--- src/hw/rtl/mf5_pkg.sv ---
// Package for the five-tap sliding-window median filter.
// Holds the window size, field types and the status struct shared by the
// window store, the rank selector and the top level. Depends on nothing.
`default_nettype none

package mf5_pkg;

  localparam int WINDOW = 5;
  localparam int CENTRE = WINDOW / 2;
  localparam int FILL_W = $clog2(WINDOW + 1);
  localparam int RANK_W = $clog2(WINDOW);

  localparam int TIME_W  = 31;
  localparam int VALUE_W = 32;
  localparam int COUNT_W = 32;

  typedef logic [TIME_W-1:0]         time_t;
  typedef logic signed [VALUE_W-1:0] value_t;
  typedef logic [COUNT_W-1:0]        count_t;
  typedef logic [FILL_W-1:0]         fill_t;
  typedef logic [RANK_W-1:0]         rank_t;

  typedef value_t [WINDOW-1:0] value_win_t;
  typedef time_t  [WINDOW-1:0] time_win_t;

  // What the window store reports about the beat it is about to absorb.
  typedef struct packed {
    logic   emit;
    count_t count;
  } win_stat_t;

endpackage

`default_nettype wire

--- src/hw/rtl/mf5_window.sv ---
// Sample window store: shift line of values and timestamps, fill level and
// result count for the current series. Uses mf5_pkg.
`default_nettype none

module mf5_window (
  input  wire                 clk,
  input  wire                 rst_n,
  input  wire                 take,
  input  wire                 start_series,
  input  mf5_pkg::time_t      sample_time,
  input  mf5_pkg::value_t     sample_value,
  output mf5_pkg::value_win_t nxt_values,
  output mf5_pkg::time_win_t  nxt_times,
  output mf5_pkg::win_stat_t  stat
);
  import mf5_pkg::*;

  value_win_t values_r;
  time_win_t  times_r;
  fill_t      fill_r;
  fill_t      fill_eff;
  fill_t      fill_nxt;
  count_t     count_r;
  count_t     count_eff;
  count_t     count_nxt;
  logic       emit;

  // Entries left over from an earlier series are shifted out before the
  // window counts as full, so a start only needs to clear the counters.
  always_comb begin
    fill_eff  = start_series ? '0 : fill_r;
    count_eff = start_series ? '0 : count_r;
    emit      = (fill_eff >= fill_t'(WINDOW - 1));
    fill_nxt  = emit ? fill_t'(WINDOW) : fill_eff + fill_t'(1);
    count_nxt = emit ? count_eff + count_t'(1) : count_eff;
    for (int i = 0; i < WINDOW - 1; i++) begin
      nxt_values[i] = values_r[i+1];
      nxt_times[i]  = times_r[i+1];
    end
    nxt_values[WINDOW-1] = sample_value;
    nxt_times[WINDOW-1]  = sample_time;
  end

  assign stat.emit  = emit;
  assign stat.count = count_nxt;

  always_ff @(posedge clk) begin
    if (!rst_n) begin
      fill_r  <= '0;
      count_r <= '0;
    end else if (take) begin
      fill_r  <= fill_nxt;
      count_r <= count_nxt;
    end
  end

  always_ff @(posedge clk) begin
    if (take) begin
      values_r <= nxt_values;
      times_r  <= nxt_times;
    end
  end

endmodule

`default_nettype wire

--- src/hw/rtl/mf5_rank.sv ---
// Rank selector: picks the value of middle rank from the window by a
// parallel compare matrix and a rank count per entry. Uses mf5_pkg.
`default_nettype none

module mf5_rank (
  input  mf5_pkg::value_win_t values,
  output mf5_pkg::value_t     median
);
  import mf5_pkg::*;

  rank_t  rank [WINDOW];
  value_t pick;

  // Ties are broken by position, so every entry gets a distinct rank and
  // exactly one of them matches the centre rank.
  always_comb begin
    pick = '0;
    for (int i = 0; i < WINDOW; i++) begin
      rank[i] = '0;
      for (int j = 0; j < WINDOW; j++) begin
        if (j != i) begin
          if (($signed(values[j]) < $signed(values[i])) ||
              ((values[j] == values[i]) && (j < i))) begin
            rank[i] = rank[i] + rank_t'(1);
          end
        end
      end
      if (rank[i] == rank_t'(CENTRE)) begin
        pick = pick | values[i];
      end
    end
  end

  assign median = pick;

endmodule

`default_nettype wire

--- src/hw/rtl/median_filter_five_core.sv ---
// Top level of the five-tap sliding-window median filter.
// Joins the input register, the window store, the rank selector and the
// result register. Uses mf5_pkg, mf5_window and mf5_rank.
//
// Usage: samples arrive on the in_ channel, one beat per sample, each with
// its timestamp and a start flag. A beat with in_start_series high opens a
// new series: the window and the result count are cleared before that
// sample is taken. The first four samples of a series only fill the window.
// From the fifth onwards every sample yields one result beat on the out_
// channel carrying the timestamp of the middle sample in arrival order, the
// median of the five values and the number of results in the series.
// Both channels use valid and stall; a beat moves when valid is high and
// stall is low. A sample is held first in the input register and its result
// then in the result register, each of which out_stall can hold.
// Throughput is one sample per cycle: the input register feeds the window
// update and rank compare matrix, which load the result register. When
// out_stall holds a result, a further result-bearing sample waits in the
// input register and in_stall rises; samples that bear no result still
// pass. Reset (rst_n low, synchronous) empties both registers and clears
// the fill level and count, so the next sample starts a series.
`default_nettype none

module median_filter_five_core (
  input  wire              clk,
  input  wire              rst_n,
  input  wire              in_valid,
  output logic             in_stall,
  input  wire              in_start_series,
  input  mf5_pkg::time_t   in_sample_time,
  input  mf5_pkg::value_t  in_sample_value,
  output logic             out_valid,
  input  wire              out_stall,
  output mf5_pkg::time_t   out_centre_time,
  output mf5_pkg::value_t  out_median_value,
  output mf5_pkg::count_t  out_result_count
);
  import mf5_pkg::*;

  // Input register.
  logic       s1_valid_r;
  logic       s1_start_r;
  time_t      s1_time_r;
  value_t     s1_value_r;

  // Result register.
  logic       out_valid_r;
  time_t      out_time_r;
  value_t     out_median_r;
  count_t     out_count_r;

  value_win_t nxt_values;
  time_win_t  nxt_times;
  win_stat_t  stat;
  value_t     median;
  logic       out_free;
  logic       s1_go;
  logic       in_take;

  // The result register is free when it is empty or being read this cycle.
  assign out_free = !out_valid_r || !out_stall;
  assign s1_go    = s1_valid_r && (!stat.emit || out_free);
  assign in_stall = s1_valid_r && !s1_go;
  assign in_take  = in_valid && !in_stall;

  mf5_window u_window (
    .clk          (clk),
    .rst_n        (rst_n),
    .take         (s1_go),
    .start_series (s1_start_r),
    .sample_time  (s1_time_r),
    .sample_value (s1_value_r),
    .nxt_values   (nxt_values),
    .nxt_times    (nxt_times),
    .stat         (stat)
  );

  mf5_rank u_rank (
    .values (nxt_values),
    .median (median)
  );

  always_ff @(posedge clk) begin
    if (!rst_n) begin
      s1_valid_r <= 1'b0;
    end else if (in_take) begin
      s1_valid_r <= 1'b1;
    end else if (s1_go) begin
      s1_valid_r <= 1'b0;
    end
  end

  always_ff @(posedge clk) begin
    if (in_take) begin
      s1_start_r <= in_start_series;
      s1_time_r  <= in_sample_time;
      s1_value_r <= in_sample_value;
    end
  end

  always_ff @(posedge clk) begin
    if (!rst_n) begin
      out_valid_r <= 1'b0;
    end else if (s1_go && stat.emit) begin
      out_valid_r <= 1'b1;
    end else if (!out_stall) begin
      out_valid_r <= 1'b0;
    end
  end

  always_ff @(posedge clk) begin
    if (s1_go && stat.emit) begin
      out_time_r   <= nxt_times[CENTRE];
      out_median_r <= median;
      out_count_r  <= stat.count;
    end
  end

  assign out_valid        = out_valid_r;
  assign out_centre_time  = out_time_r;
  assign out_median_value = out_median_r;
  assign out_result_count = out_count_r;

endmodule

`default_nettype wire

--- config.mk ---
export PLATFORM = sky130hd
export DESIGN_NAME = median_filter_five_core
export DESIGN_NICKNAME = d
export VERILOG_FILES = /design/src/hw/rtl/mf5_pkg.sv /design/src/hw/rtl/mf5_window.sv /design/src/hw/rtl/mf5_rank.sv /design/src/hw/rtl/median_filter_five_core.sv
export SDC_FILE = /design/constraint.sdc
export NUM_CORES = 1
export LEC_CHECK = 0
export BUFFER_PORTS_ARGS = -buffer_cell sky130_fd_sc_hd__buf_2
export CORE_MARGIN = 1.5
export CORE_UTILIZATION = 61
export DETAILED_ROUTE_END_ITERATION = 8
export GPL_TIMING_DRIVEN = 1
export PLACE_DENSITY = 0.9
export SKIP_CTS_REPAIR_TIMING = 1
export SYNTH_ARGS = -nofsm -noshare
export SYNTH_HDL_FRONTEND = slang
export SYNTH_SLANG_ARGS = --single-unit
--- constraint.sdc ---
create_clock -name clk -period 8.4 [get_ports clk]
set_input_delay 1.26 -clock clk [delete_from_list [all_inputs] [get_ports clk]]
set_output_delay 1.26 -clock clk [all_outputs]
set_load 0.01 [all_outputs]
* Word-level counts from Yosys, hierarchy flattened *
Index checks and enable logic that the tools add are counted.

storage, ports and cells
  word-level logic and storage cells = 129
  register bits after elaboration = 386
  input bits = 68
  output and inout port bits = 97

operators by class
  bitwise gates (word level) = 4
  reductions and logical operators = 22
  muxes and demuxes = 33
  $add $sub $neg = 17
  eq/ne operators = 16
  order comparisons = 21

operators with widths
  kind                                                              number
  32-bit less-than comparator                                       20
  32-bit == test                                                    10
  32-bit 2-to-1 mux                                                 7
  32-bit OR                                                         4
  3-bit 2-to-1 mux                                                  17
  3-bit by 1-bit adder with 3-bit output (second input constant)    14
  32-bit by 1-bit adder with 32-bit output (second input constant)  1
  3-bit by 2-bit == test with 1-bit output (second input constant)  5
  1-bit logical OR                                                  12
  1-bit 2-to-1 mux                                                  9
  1-bit zero test                                                   5
  1-bit by 1-bit adder with 2-bit output (second input constant)    2
  1-bit logical AND                                                 4
  3-bit greater-or-equal comparator (second input constant)         1
  2-bit by 1-bit != test with 1-bit output (second input constant)  1
  2-bit nonzero test                                                1

* Depth between registers and ports, before layout *
Gate-level depths: netlist (run 1).

  depth after elaboration = 18
  depth in mapped cells = 21
  mapped depth without buffers = 19

* Hierarchy *
Synthesis (run 1) repeated with hierarchy kept, for this count alone.

second synthesis, totals
  cells, all modules = 2088
  area total of the unflattened synthesis = 25281.7 um2

modules (own cells, without submodules)
  module                   cells each  area an instance (um2)  times used  sequential area each (um2)
  mf5_window               656         10590.2                 1           8267.9
  mf5_rank                 1262        9821.9                  1           0.0
  median_filter_five_core  170         4869.7                  1           4814.6

* Worst setup path before layout (run 1) *
Ideal clock, no wire load.

  path kind = in2reg
  start point = input out_stall
  end point = register u_window.times_r (netlist bit u_window.nxt_times[100]), enable pin
  path slack = 0.812 ns
  stages on the path = 4
  buffers on the path = 1
  data required time = 7.772 ns
  data arrival time = 6.960 ns
  path through = nand2_1 o21ai_1 inv_1 clkbuf_1

on the way
  word-level cells in the longest chain between the ends = 4

ends and longest elaborated chain
  element               line                           text
  from (decl)           median_filter_five_core.sv:32  input wire out_stall,
  1-bit zero test       -
  1-bit logical OR      median_filter_five_core.sv:60  assign out_free = !out_valid_r || !out_stall;
  1-bit logical OR      median_filter_five_core.sv:61  assign s1_go = s1_valid_r && (!stat.emit || out_free);
  1-bit logical AND     median_filter_five_core.sv:61
  net s1_go             median_filter_five_core.sv:56  logic s1_go;
  to (signal assigned)  mf5_window.sv:60               times_r <= nxt_times;
  to (decl)             mf5_window.sv:19               time_win_t times_r;

The timed path passes the listed nets, and every way through them passes these cells.
A chain may end at the register's enable or synchronous reset.

* Final worst setup path (run 1) *
  start point = register u_window.values_r (netlist bit u_window.nxt_values[111])
  end point = register out_median_r[30] (netlist: out_median_value[30]) (data pin)

on the way
  word-level cells in the longest chain between the ends = 14
  elaborated cells on any way between the ends = 47
  those cells by class = 6 x add/sub; 8 x order compare; 9 x eq/ne; 16 x mux; 4 x bitwise; 4 x reduce/logical

ends and longest elaborated chain
  element                                                                               line                            text
  from (decl)                                                                           mf5_window.sv:18                value_win_t values_r;
  from (signal assigned)                                                                mf5_window.sv:59                values_r <= nxt_values;
  parallel branches: the longest is 13 deep, another holds 32-bit less-than comparator  -
  32-bit 2-to-1 mux (*)                                                                 mf5_rank.sv:28                  if (rank[i] == rank_t'(CENTRE)) begin
  net median[30]                                                                        median_filter_five_core.sv:54   value_t median;
  to (signal assigned)                                                                  median_filter_five_core.sv:113  out_median_r <= median;
  to (decl)                                                                             median_filter_five_core.sv:48   value_t out_median_r;

Mark *: on every way through the listed nets, which the timed path passes.

==> flow_summary.json, run 1 <==
{
  "io_buffers": 164,
  "route.met3.wl_um": 5740,
  "ios": 165,
  "start_util_pct": 62.3,
  "synth-compound-area-share_pct": 14.6,
  "gp_congestion": 1.08,
  "dr_wl_met2_um": 28800,
  "worstMarginPinSlew_ps": 1170,
  "nNetsFinal": 2478,
  "rsz0062_at_grt": "no",
  "synth_fa_ha_area_share_pct": 18.8,
  "ys_async_sr_fraction_pct": 0,
  "vdd_drop_max_mv": 0.160,
  "worstPathRequired_ps": 8790,
  "cts_tree": "yes",
  "avgRoutedWirePerCell_um": 24.4,
  "track_usage_pct": 33.1,
  "power_frac_seq_pct": 45.5,
  "muxShareOfSynthArea_pct": 0.622,
  "worstSetupStartpointType": "register",
  "internal_power_uw": 3540,
  "r2r_slack_ps": 2580,
  "grt_antenna_before_repair": 1,
  "p_sw_uw": 1400,
  "cts-root-buf": "clkbuf_16",
  "synth_commonest_cells": "edfxtp_1 (349), ha_1 (335), inv_1 (186)",
  "num_vias": 16900,
  "fp.dieW_um": 194,
  "syn_nets": 2301,
  "worstPathMaxFanout": 21,
  "max_slew_margin_pct": 21.4,
  "synth-simple-area-share_pct": 10.4,
  "synth_top_family_by_area": "adder cells",
  "drc_errors": 0,
  "synth_area_leaders": "edfxtp_1 (47%), ha_1 (19%), dfxtp_1 (3.3%)",
  "hold_class": "reg -> reg",
  "syn_inst": 1898,
  "grt_overflow": 0,
  "max-cap-violations": 0,
  "yosysUniqueCellTypes": 84,
  "drt-met1-wl_um": 25200,
  "setup-violations-final": 0,
  "htree_levels": 2,
  "rows": 69,
  "post-synth-top-count-cell": "edfxtp_1",
  "core_area_um2": 35800,
  "yosysSeqAreaShare_pct": 50.2,
  "viasPerCell": 6.57,
  "powerDensity_nw_per_um2": 198,
  "cts_max_path_buffers": 3,
  "cts.sinks": 386,
  "synth_top_area_share_pct": 46.9,
  "grt_max_degree": 147,
  "ys_warn_count": 0,
  "swShare_pct": 28.3,
  "synth_enable_flop_cells": 349,
  "dominantRegCellSynth": "edfxtp_1",
  "crit_path_start": "u_window.nxt_values[111]",
  "avgSynthCellArea_um2": 11.8,
  "wl_um": 62700,
  "synth_top_cell_by_area": "edfxtp_1",
  "leakage_uw": 0.0102,
  "final.setup.tns_ps": 0,
  "fin_crit_sh_pct": 69.3,
  "clkTransAtPathRegs_ps": 60,
  "grt_pass1_wl_um": 95400,
  "drtIter0Drc": 1792,
  "r2r_start": "u_window.nxt_values[111]",
  "p_clk_share_pct": 36.7,
  "period_minus_slack_ps": 5820,
  "fin_skew_ps": 21.4,
  "power_uw": 4940,
  "area_growth_syn_to_layout_pct": 12.0,
  "drive_above_1_share_pct": 14.4,
  "end_kind": "register",
  "timing.fmax_mhz": 172,
  "syn_area_um2": 22300,
  "synth.ff_latch_count": 386,
  "worstPathArrival_ps": 6210,
  "die_h_um": 194,
  "hold_viol_final": 0,
  "die_area_um2": 37800,
  "routed.top_layer": "met5",
  "status": "completed",
  "worstHoldStart": "u_window.nxt_times[64]",
  "synth-xor-area-share_pct": 1.14,
  "slew_viol_final": 0,
  "numCtsBuffers": 40,
  "crit_type": "reg -> reg",
  "clock_latency_ps": 580,
  "first_pass_iters": 6,
  "ant_nets": 0,
  "place_hpwl_um": 45400,
  "pwr-share-comb_pct": 17.8,
  "grt_pass1_vias": 16600
}
==> path summary, 6_finish.rpt <==
path	to	cells past startpoint
setup reg to reg	out_median_value[30]	19
setup / recovery	out_median_value[30]	19
hold reg to reg	out_centre_time[2]	0
hold / removal	out_centre_time[2]	0
==> registers in the layout (all words and copies together), names as in the netlist <==
signal,count
out_centre_time,31
out_median_value,32
out_result_count,32
out_valid,1
s1_start_r,1
s1_time_r,31
s1_valid_r,1
s1_value_r,32
u_window.count_r,32
u_window.fill_r,3
u_window.nxt_times,62
u_window.nxt_values,128
==> kinds of logic after synthesis <==
kind of cell               count (synthesis)
adders and majority gates                335
buffers and inverters                    233
DFF                                      386
muxes                                     12
xor gates and xnor gates                  29
and+or+nand+nor                          448
AOI/OAI and AO/OA                        455
==> cells in the final DEF (no fill, tap or decap), types with 5 or more instances in the layout <==
cell type / count
mux2i_1: 8
a21o_1: 25
xor2_1: 15
o211ai_1: 74
bufinv_16: 5
or3_1: 10
nor2b_1: 23
dfxtp_1: 37
o21a_1: 9
a211o_1: 5
a22oi_1: 34
buf_2: 164
xnor2_1: 14
o2111ai_2: 30
inv_1: 185
clkbuf_1: 11
nand4_1: 66
nor4_1: 12
a21oi_1: 144
ha_1: 335
a31oi_1: 10
nor3_1: 23
clkinv_2: 6
and4_1: 12
edfxtp_1: 349
o21ai_0: 50
buf_4: 16
nand3_1: 41
a211oi_1: 9
clkinv_1: 8
nand2b_1: 15
o2111ai_1: 5
clkbuf_16: 40
nand2_1: 134
nor2_1: 70
==> power groups by stage <==
stage / clock network (uW) / registers [uW] / logic, uW
detailed placement: 0 / 2280 / 849
floorplan: 0 / 2270 / 600
global placement: 0 / 2280 / 813
CTS: 1840 / 2240 / 855
finish: 1820 / 2250 / 879
global route: 1910 / 2250 / 946
==> area by class of cell <==
type,count,area [um^2]
sequential,386,11200
multi-input combinational,1279,10200
inverter,188,713
timing repair buffer,180,941
clock inverter,23,289
tap,461,577
fill,2504,10800
clock buffer,51,1040
antenna,1,2.50
==> stage by stage <==
stage | util (%) | setup WS, ps | std cells | hold WS (ps) | area (um^2)
3_5_place_dp | 66.1 | 2820 | 2494 | 405 | 23700
6_report | 69.8 | 2580 | 2569 | 414 | 25000
4_1_cts | 69.8 | 2750 | 2568 | 408 | 25000
3_3_place_gp | 66.1 | 2930 | 2494 | 400 | 23700
5_1_grt | 69.8 | 2420 | 2568 | 405 | 25000
2_1_floorplan | - | 812 | 1898 | 400 | 22300
==> routing by layer <==
layer	vias to the layer above	global-route usage (%)
met3	202	6.56
met4	2	15.6
met2	959	53.0
li1	7640	-
met1	8080	43.6
met5	-	0
==> worst max-delay path: stages, from the launching register on <==
cell	delay (ps)
edfxtp_1	450
inv_1	90
ha_1	350
nand4_1	250
nor4_2	760
a21bo_2	340
a31oi_1	260
or3_1	190
and2_4	200
inv_1	90
ha_1	340
xor2_1	180
ha_1	330
or3b_2	440
a2111oi_0	360
mux2i_1	140
o211ai_1	140
buf_4	400
a22oi_1	160
o2111ai_2	150
No activity file was read; power rests on OpenSTA's default activity.
==> run 2, diff against run 1 <==
- ABC_AREA: not set -> 1
- CORE_UTILIZATION: 61 -> 62
- PLACE_DENSITY: 0.9 -> 0.91
- clock period: 8.4 -> 5.46 ns (I/O delays scaled with it)
==> flow_summary.json, run 2 <==
{
  "end_kind": "register",
  "fp.dieW_um": 196,
  "final_area_um2": 25700,
  "grt_max_degree": 172,
  "vdd_drop_max_mv": 0.272,
  "largest_reg_flops": 128,
  "timing.fmax_mhz": 212,
  "crit_type": "reg -> reg",
  "cp_slowest_cell": "edfxtp_1",
  "place_hpwl_um": 44000,
  "r2r-end": "out_median_value[14]",
  "syn_inst": 2393,
  "rsz0062_at_grt": "no",
  "drive_above_1_share_pct": 10.7,
  "finalWorstSetupSlack_ps": 750,
  "grt_pass1_vias": 17700,
  "die_area_um2": 38200,
  "clkTransAtPathRegs_ps": 60,
  "leakage_uw": 0.0119,
  "grt_pass1_wl_um": 93900,
  "status": "completed",
  "io_buffers": 164,
  "setup-violations-final": 0,
  "area_growth_syn_to_layout_pct": 11.6,
  "slew_viol_final": 0,
  "drtIter0Drc": 1579,
  "synth_commonest_cells": "nand2_1 (477), edfxtp_1 (349), inv_1 (349)",
  "cts-root-buf": "clkbuf_16",
  "crit_family": "simple AND/OR/NAND/NOR gates",
  "start_util_pct": 62.9,
  "whs_endpoint": "s1_value_r[19]",
  "worstPathMaxFanout": 5,
  "final_cells": 3073,
  "die_h_um": 196,
  "cp_common_cell": "nand2_1",
  "dominantRegCellSynth": "edfxtp_1",
  "slowest_delay_ps": 410,
  "ys_async_sr_fraction_pct": 0,
  "powerDensity_nw_per_um2": 314,
  "avgRoutedWirePerCell_um": 19.8,
  "track_usage_pct": 31.9,
  "rows": 70,
  "worstSetupStartpointType": "register",
  "hold_viol_final": 0,
  "placed_area_um2": 24300,
  "dpl.cell_count": 3001,
  "post-synth-top-count-cell": "nand2_1",
  "fin_skew_ps": 35.1,
  "htree_levels": 2,
  "hold_depth": 1,
  "final_common_cell": "nand2_1",
  "clock_latency_ps": 600,
  "period_minus_slack_ps": 4710,
  "worstPathArrival_ps": 5040,
  "final.setup.tns_ps": 0,
  "power_uw": 8050,
  "first_pass_iters": 5,
  "drc_errors": 0,
  "yosysUniqueCellTypes": 43,
  "grt_overflow": 0,
  "viasPerCell": 5.88,
  "hold_class": "in -> reg",
  "synth_enable_flop_cells": 349,
  "synth.ff_latch_count": 386,
  "cts_tree": "yes",
  "diodes": 0,
  "max_slew_margin_pct": 23.4,
  "gp_congestion": 0.958,
  "synth_top_cell_by_area": "edfxtp_1",
  "avgSynthCellArea_um2": 9.61,
  "num_vias": 18100,
  "reg2regPathDepth": 25,
  "cp_num_buf_inv": 6,
  "mostFrequentLayoutCells": "nand2_1 (475), edfxtp_1 (349), inv_1 (347)",
  "numCtsBuffers": 41,
  "syn_area_um2": 23000,
  "worstPathRequired_ps": 5790,
  "nNetsFinal": 2979,
  "dp_worst_setup_slack_ps": 994,
  "ios": 165,
  "fin_crit_sh_pct": 86.3,
  "worstMarginPinSlew_ps": 1150,
  "r2r_slack_ps": 750,
  "synth_area_leaders": "edfxtp_1 (46%), ha_1 (18%), nand2_1 (7.8%)",
  "wl_um": 60900,
  "max-cap-violations": 0,
  "cts_max_path_buffers": 3,
  "cts.sinks": 386,
  "worstHoldStart": "in_sample_value[19]",
  "r2r_start": "u_window.nxt_values[63]",
  "syn_nets": 2796,
  "ys_warn_count": 0,
  "grt_antenna_before_repair": 1,
  "synth_top_area_share_pct": 45.6,
  "yosysSeqAreaShare_pct": 48.8,
  "core_area_um2": 36500,
  "ant_nets": 0
}
-- run 2: where the power goes --
part | internal, uW | total [uW] | switching, uW | leakage, uW
Sequential | 3420 | 3540 | 120 | 0.00356
Combinational | 512 | 1670 | 1150 | 0.00772
Clock | 1640 | 2840 | 1200 | 0.000648
-- run 2: per-layer routing --
layer  vias up  track usage (%)  routed length (um)
met5         -                0                   0
met4         0             14.2                2490
met3       174             5.54                5570
met2       919             52.4               28200
met1      8449             41.7               24700
li1       8538                -                   -
-- run 2: cell families (layout without fill, tap and decap cells) --
logic type      count (synthesis)  in the layout  share of synthesized area [%]
xor+xnor                       27             27                           1.06
compound gates                290            290                           6.72
buf+inv                       391            603                           6.82
flops                         386            386                           48.8
simple gates                  964            964                           18.4
fa+ha+maj                     335            335                           18.2
-- run 2: cell type report --
class / count / area (um^2)
Sequential cell: 386 / 11200
Timing Repair Buffer: 179 / 958
Clock buffer: 50 / 1060
Fill cell: 2741 / 10900
Tap cell: 468 / 586
Clock inverter: 22 / 294
Multi-Input combinational cell: 1616 / 10200
Inverter: 352 / 1330
-- run 2: per-stage QoR --
| step | hold WS [ps] | utilization [%] |
|---|---|---|
| after detailed placement | 405 | 66.6 |
| after CTS | 373 | 70.3 |
| after global routing | 379 | 70.3 |
| after floorplan | 400 | - |
| final | 397 | 70.3 |
| after global placement | 400 | 66.6 |
-- run 2: worst max-delay path by stage --
stage / start / end / slack, ps / cells after the start
floorplan: out_stall / u_window.nxt_times[100] / 1060 / 5
global placement: u_window.nxt_values[127] / out_median_value[23] / 1060 / 24
detailed placement: u_window.nxt_values[63] / out_median_value[20] / 990 / 25
CTS: u_window.nxt_values[63] / out_median_value[14] / 950 / 25
global route: u_window.nxt_values[63] / out_median_value[14] / 520 / 25
finish: u_window.nxt_values[63] / out_median_value[14] / 750 / 25
==> run 3, diff against run 2 <==
- PLACE_DENSITY: 0.91 -> 0.9
- SYNTH_HIERARCHICAL: not set -> 1
==> flow_summary.json, run 3 <==
{
  "mostFrequentLayoutCells": "nand2_1 (540), inv_1 (367), edfxtp_1 (349)",
  "nNetsFinal": 3099,
  "track_usage_pct": 31.6,
  "slowest_delay_ps": 600,
  "core_area_um2": 37900,
  "clkTransAtPathRegs_ps": 60,
  "rsz0062_at_grt": "no",
  "worstMarginPinSlew_ps": 1060,
  "start_util_pct": 63.3,
  "grt_max_degree": 162,
  "cp_slowest_cell": "nand2_2",
  "largest_reg_flops": 128,
  "worstHoldStart": "s1_time_r[11]",
  "cts.sinks": 386,
  "final_common_cell": "nand2_1",
  "hold_class": "reg -> reg",
  "setup-violations-final": 0,
  "cts_max_path_buffers": 3,
  "syn_inst": 2549,
  "drive_above_1_share_pct": 13.3,
  "worstPathMaxFanout": 32,
  "ios": 165,
  "fin_crit_sh_pct": 87.8,
  "dpl.cell_count": 3165,
  "io_buffers": 164,
  "cts-root-buf": "clkbuf_16",
  "r2r_start": "u_window/nxt_values[62]",
  "final_cells": 3240,
  "numCtsBuffers": 40,
  "r2r_slack_ps": 660,
  "gp_congestion": 0.978,
  "num_vias": 18600,
  "r2r-end": "out_median_value[20]",
  "powerDensity_nw_per_um2": 295,
  "first_pass_iters": 5,
  "grt_pass1_vias": 17900,
  "worstSetupStartpointType": "register",
  "whs_endpoint": "u_window/nxt_times[104]",
  "avgRoutedWirePerCell_um": 19.3,
  "max_slew_margin_pct": 29.0,
  "wl_um": 62500,
  "vdd_drop_max_mv": 0.387,
  "p_clk_share_pct": 36.4,
  "clock_latency_ps": 590,
  "cp_common_cell": "nand2_1",
  "avgSynthCellArea_um2": 9.42,
  "max-cap-violations": 0,
  "grt_antenna_before_repair": 2,
  "ant_nets": 0,
  "leakage_uw": 0.0123,
  "power_uw": 7800,
  "viasPerCell": 5.74,
  "fp.dieW_um": 200,
  "syn_area_um2": 24000,
  "die_area_um2": 39900,
  "swShare_pct": 29.5,
  "end_kind": "register",
  "hold_depth": 0,
  "p_sw_uw": 2300,
  "finalWorstSetupSlack_ps": 665,
  "drtIter0Drc": 1631,
  "hold_viol_final": 0,
  "slew_viol_final": 0,
  "power_frac_seq_pct": 44.8,
  "area_growth_syn_to_layout_pct": 10.0,
  "cts_tree": "yes",
  "crit_path_cell_trace": "ha_1 > nand2_1 > nor2_1 > nor3b_1 > inv_1 > nor3_2 > nand2_1 > nand3_1 > nand3_1 > ha_1 > inv_1 > nand3_1 > nand2_1 > inv_1 > ha_1 > nand4_1 > nand2_2 > nand3_1 > nand2_1 > nor2_1 > nand2_1",
  "worstPathRequired_ps": 5790,
  "timing.fmax_mhz": 209,
  "die_h_um": 200,
  "period_minus_slack_ps": 4800,
  "crit_family": "simple AND/OR/NAND/NOR gates",
  "dp_worst_setup_slack_ps": 857,
  "syn_nets": 2952,
  "pwr-share-comb_pct": 18.8,
  "internal_power_uw": 5500,
  "fin_skew_ps": 18.3,
  "rows": 71,
  "final.setup.tns_ps": 0,
  "grt_overflow": 0,
  "worstPathArrival_ps": 5130,
  "crit_type": "reg -> reg",
  "grt_pass1_wl_um": 95900,
  "drc_errors": 0,
  "htree_levels": 2,
  "cp_num_cells": 21,
  "place_hpwl_um": 45600,
  "status": "completed",
  "cp_num_buf_inv": 3,
  "ys_warn_count": 6,
  "reg2regPathDepth": 21
}
run 3: worst max path at each step:
stage,from,to,slack (ps)
floorplan,out_stall,out_centre_time[0],80
global placement,u_window/nxt_values[62],out_median_value[27],890
detailed placement,u_window/nxt_values[62],out_median_value[20],860
CTS,u_window/nxt_values[62],out_median_value[11],830
global route,u_window/nxt_values[62],out_median_value[11],440
finish,u_window/nxt_values[62],out_median_value[20],660
run 3: routing by layer:
| layer | part of all wire [%] | up-vias | global-route usage, % | routed length (um) |
|---|---|---|---|---|
| met3 | 9.4 | 146 | 5.78 | 5910 |
| met4 | 3.2 | 2 | 11.9 | 2020 |
| met5 | 0.019 | - | 0 | 12 |
| met1 | 41 | 8662 | 42.7 | 25600 |
| met2 | 46 | 926 | 50.9 | 28900 |
| li1 | - | 8876 | - | - |
run 3: worst reg2reg max path, stage by stage, from the launching register on:
cell and delay [ps]:
edfxtp_1 520, ha_1 340, nand2_1 90, nor2_1 210, nor3b_1 330, inv_1 130, nor3_2 300, nand2_1 150
nand3_1 90, nand3_1 180, ha_1 380, inv_1 60, nand3_1 90, nand2_1 110, inv_1 50, ha_1 280
nand4_1 100, nand2_2 600, nand3_1 290, nand2_1 90, nor2_1 100, nand2_1 60
run 3: metrics by stage:
stage	hold slack [ps]	area (um^2)	util, %
final	409	26400	69.7
after global routing	387	26400	69.7
after CTS	384	26400	69.7
after detailed placement	405	25100	66.1
after global placement	400	25100	66.1
after floorplan	400	24000	-
run 3: final cells by class:
| class | instances | area [um^2] |
|---|---|---|
| Sequential cell | 386 | 11200 |
| Inverter | 381 | 1440 |
| Tap cell | 511 | 639 |
| Clock inverter | 22 | 279 |
| Clock buffer | 52 | 1090 |
| Multi-Input combinational cell | 1711 | 10800 |
| Fill cell | 2808 | 11500 |
| Antenna cell | 1 | 2.50 |
| Timing Repair Buffer | 176 | 923 |
run 3: power by group through the flow:
stage          clock, uW  combinational [uW]  sequential [uW]
3_3_place_gp           0                1360             3540
3_5_place_dp           0                1410             3550
4_1_cts             2890                1420             3490
2_1_floorplan          0                1070             3520
6_report            2840                1470             3490
5_1_grt             3000                1620             3500
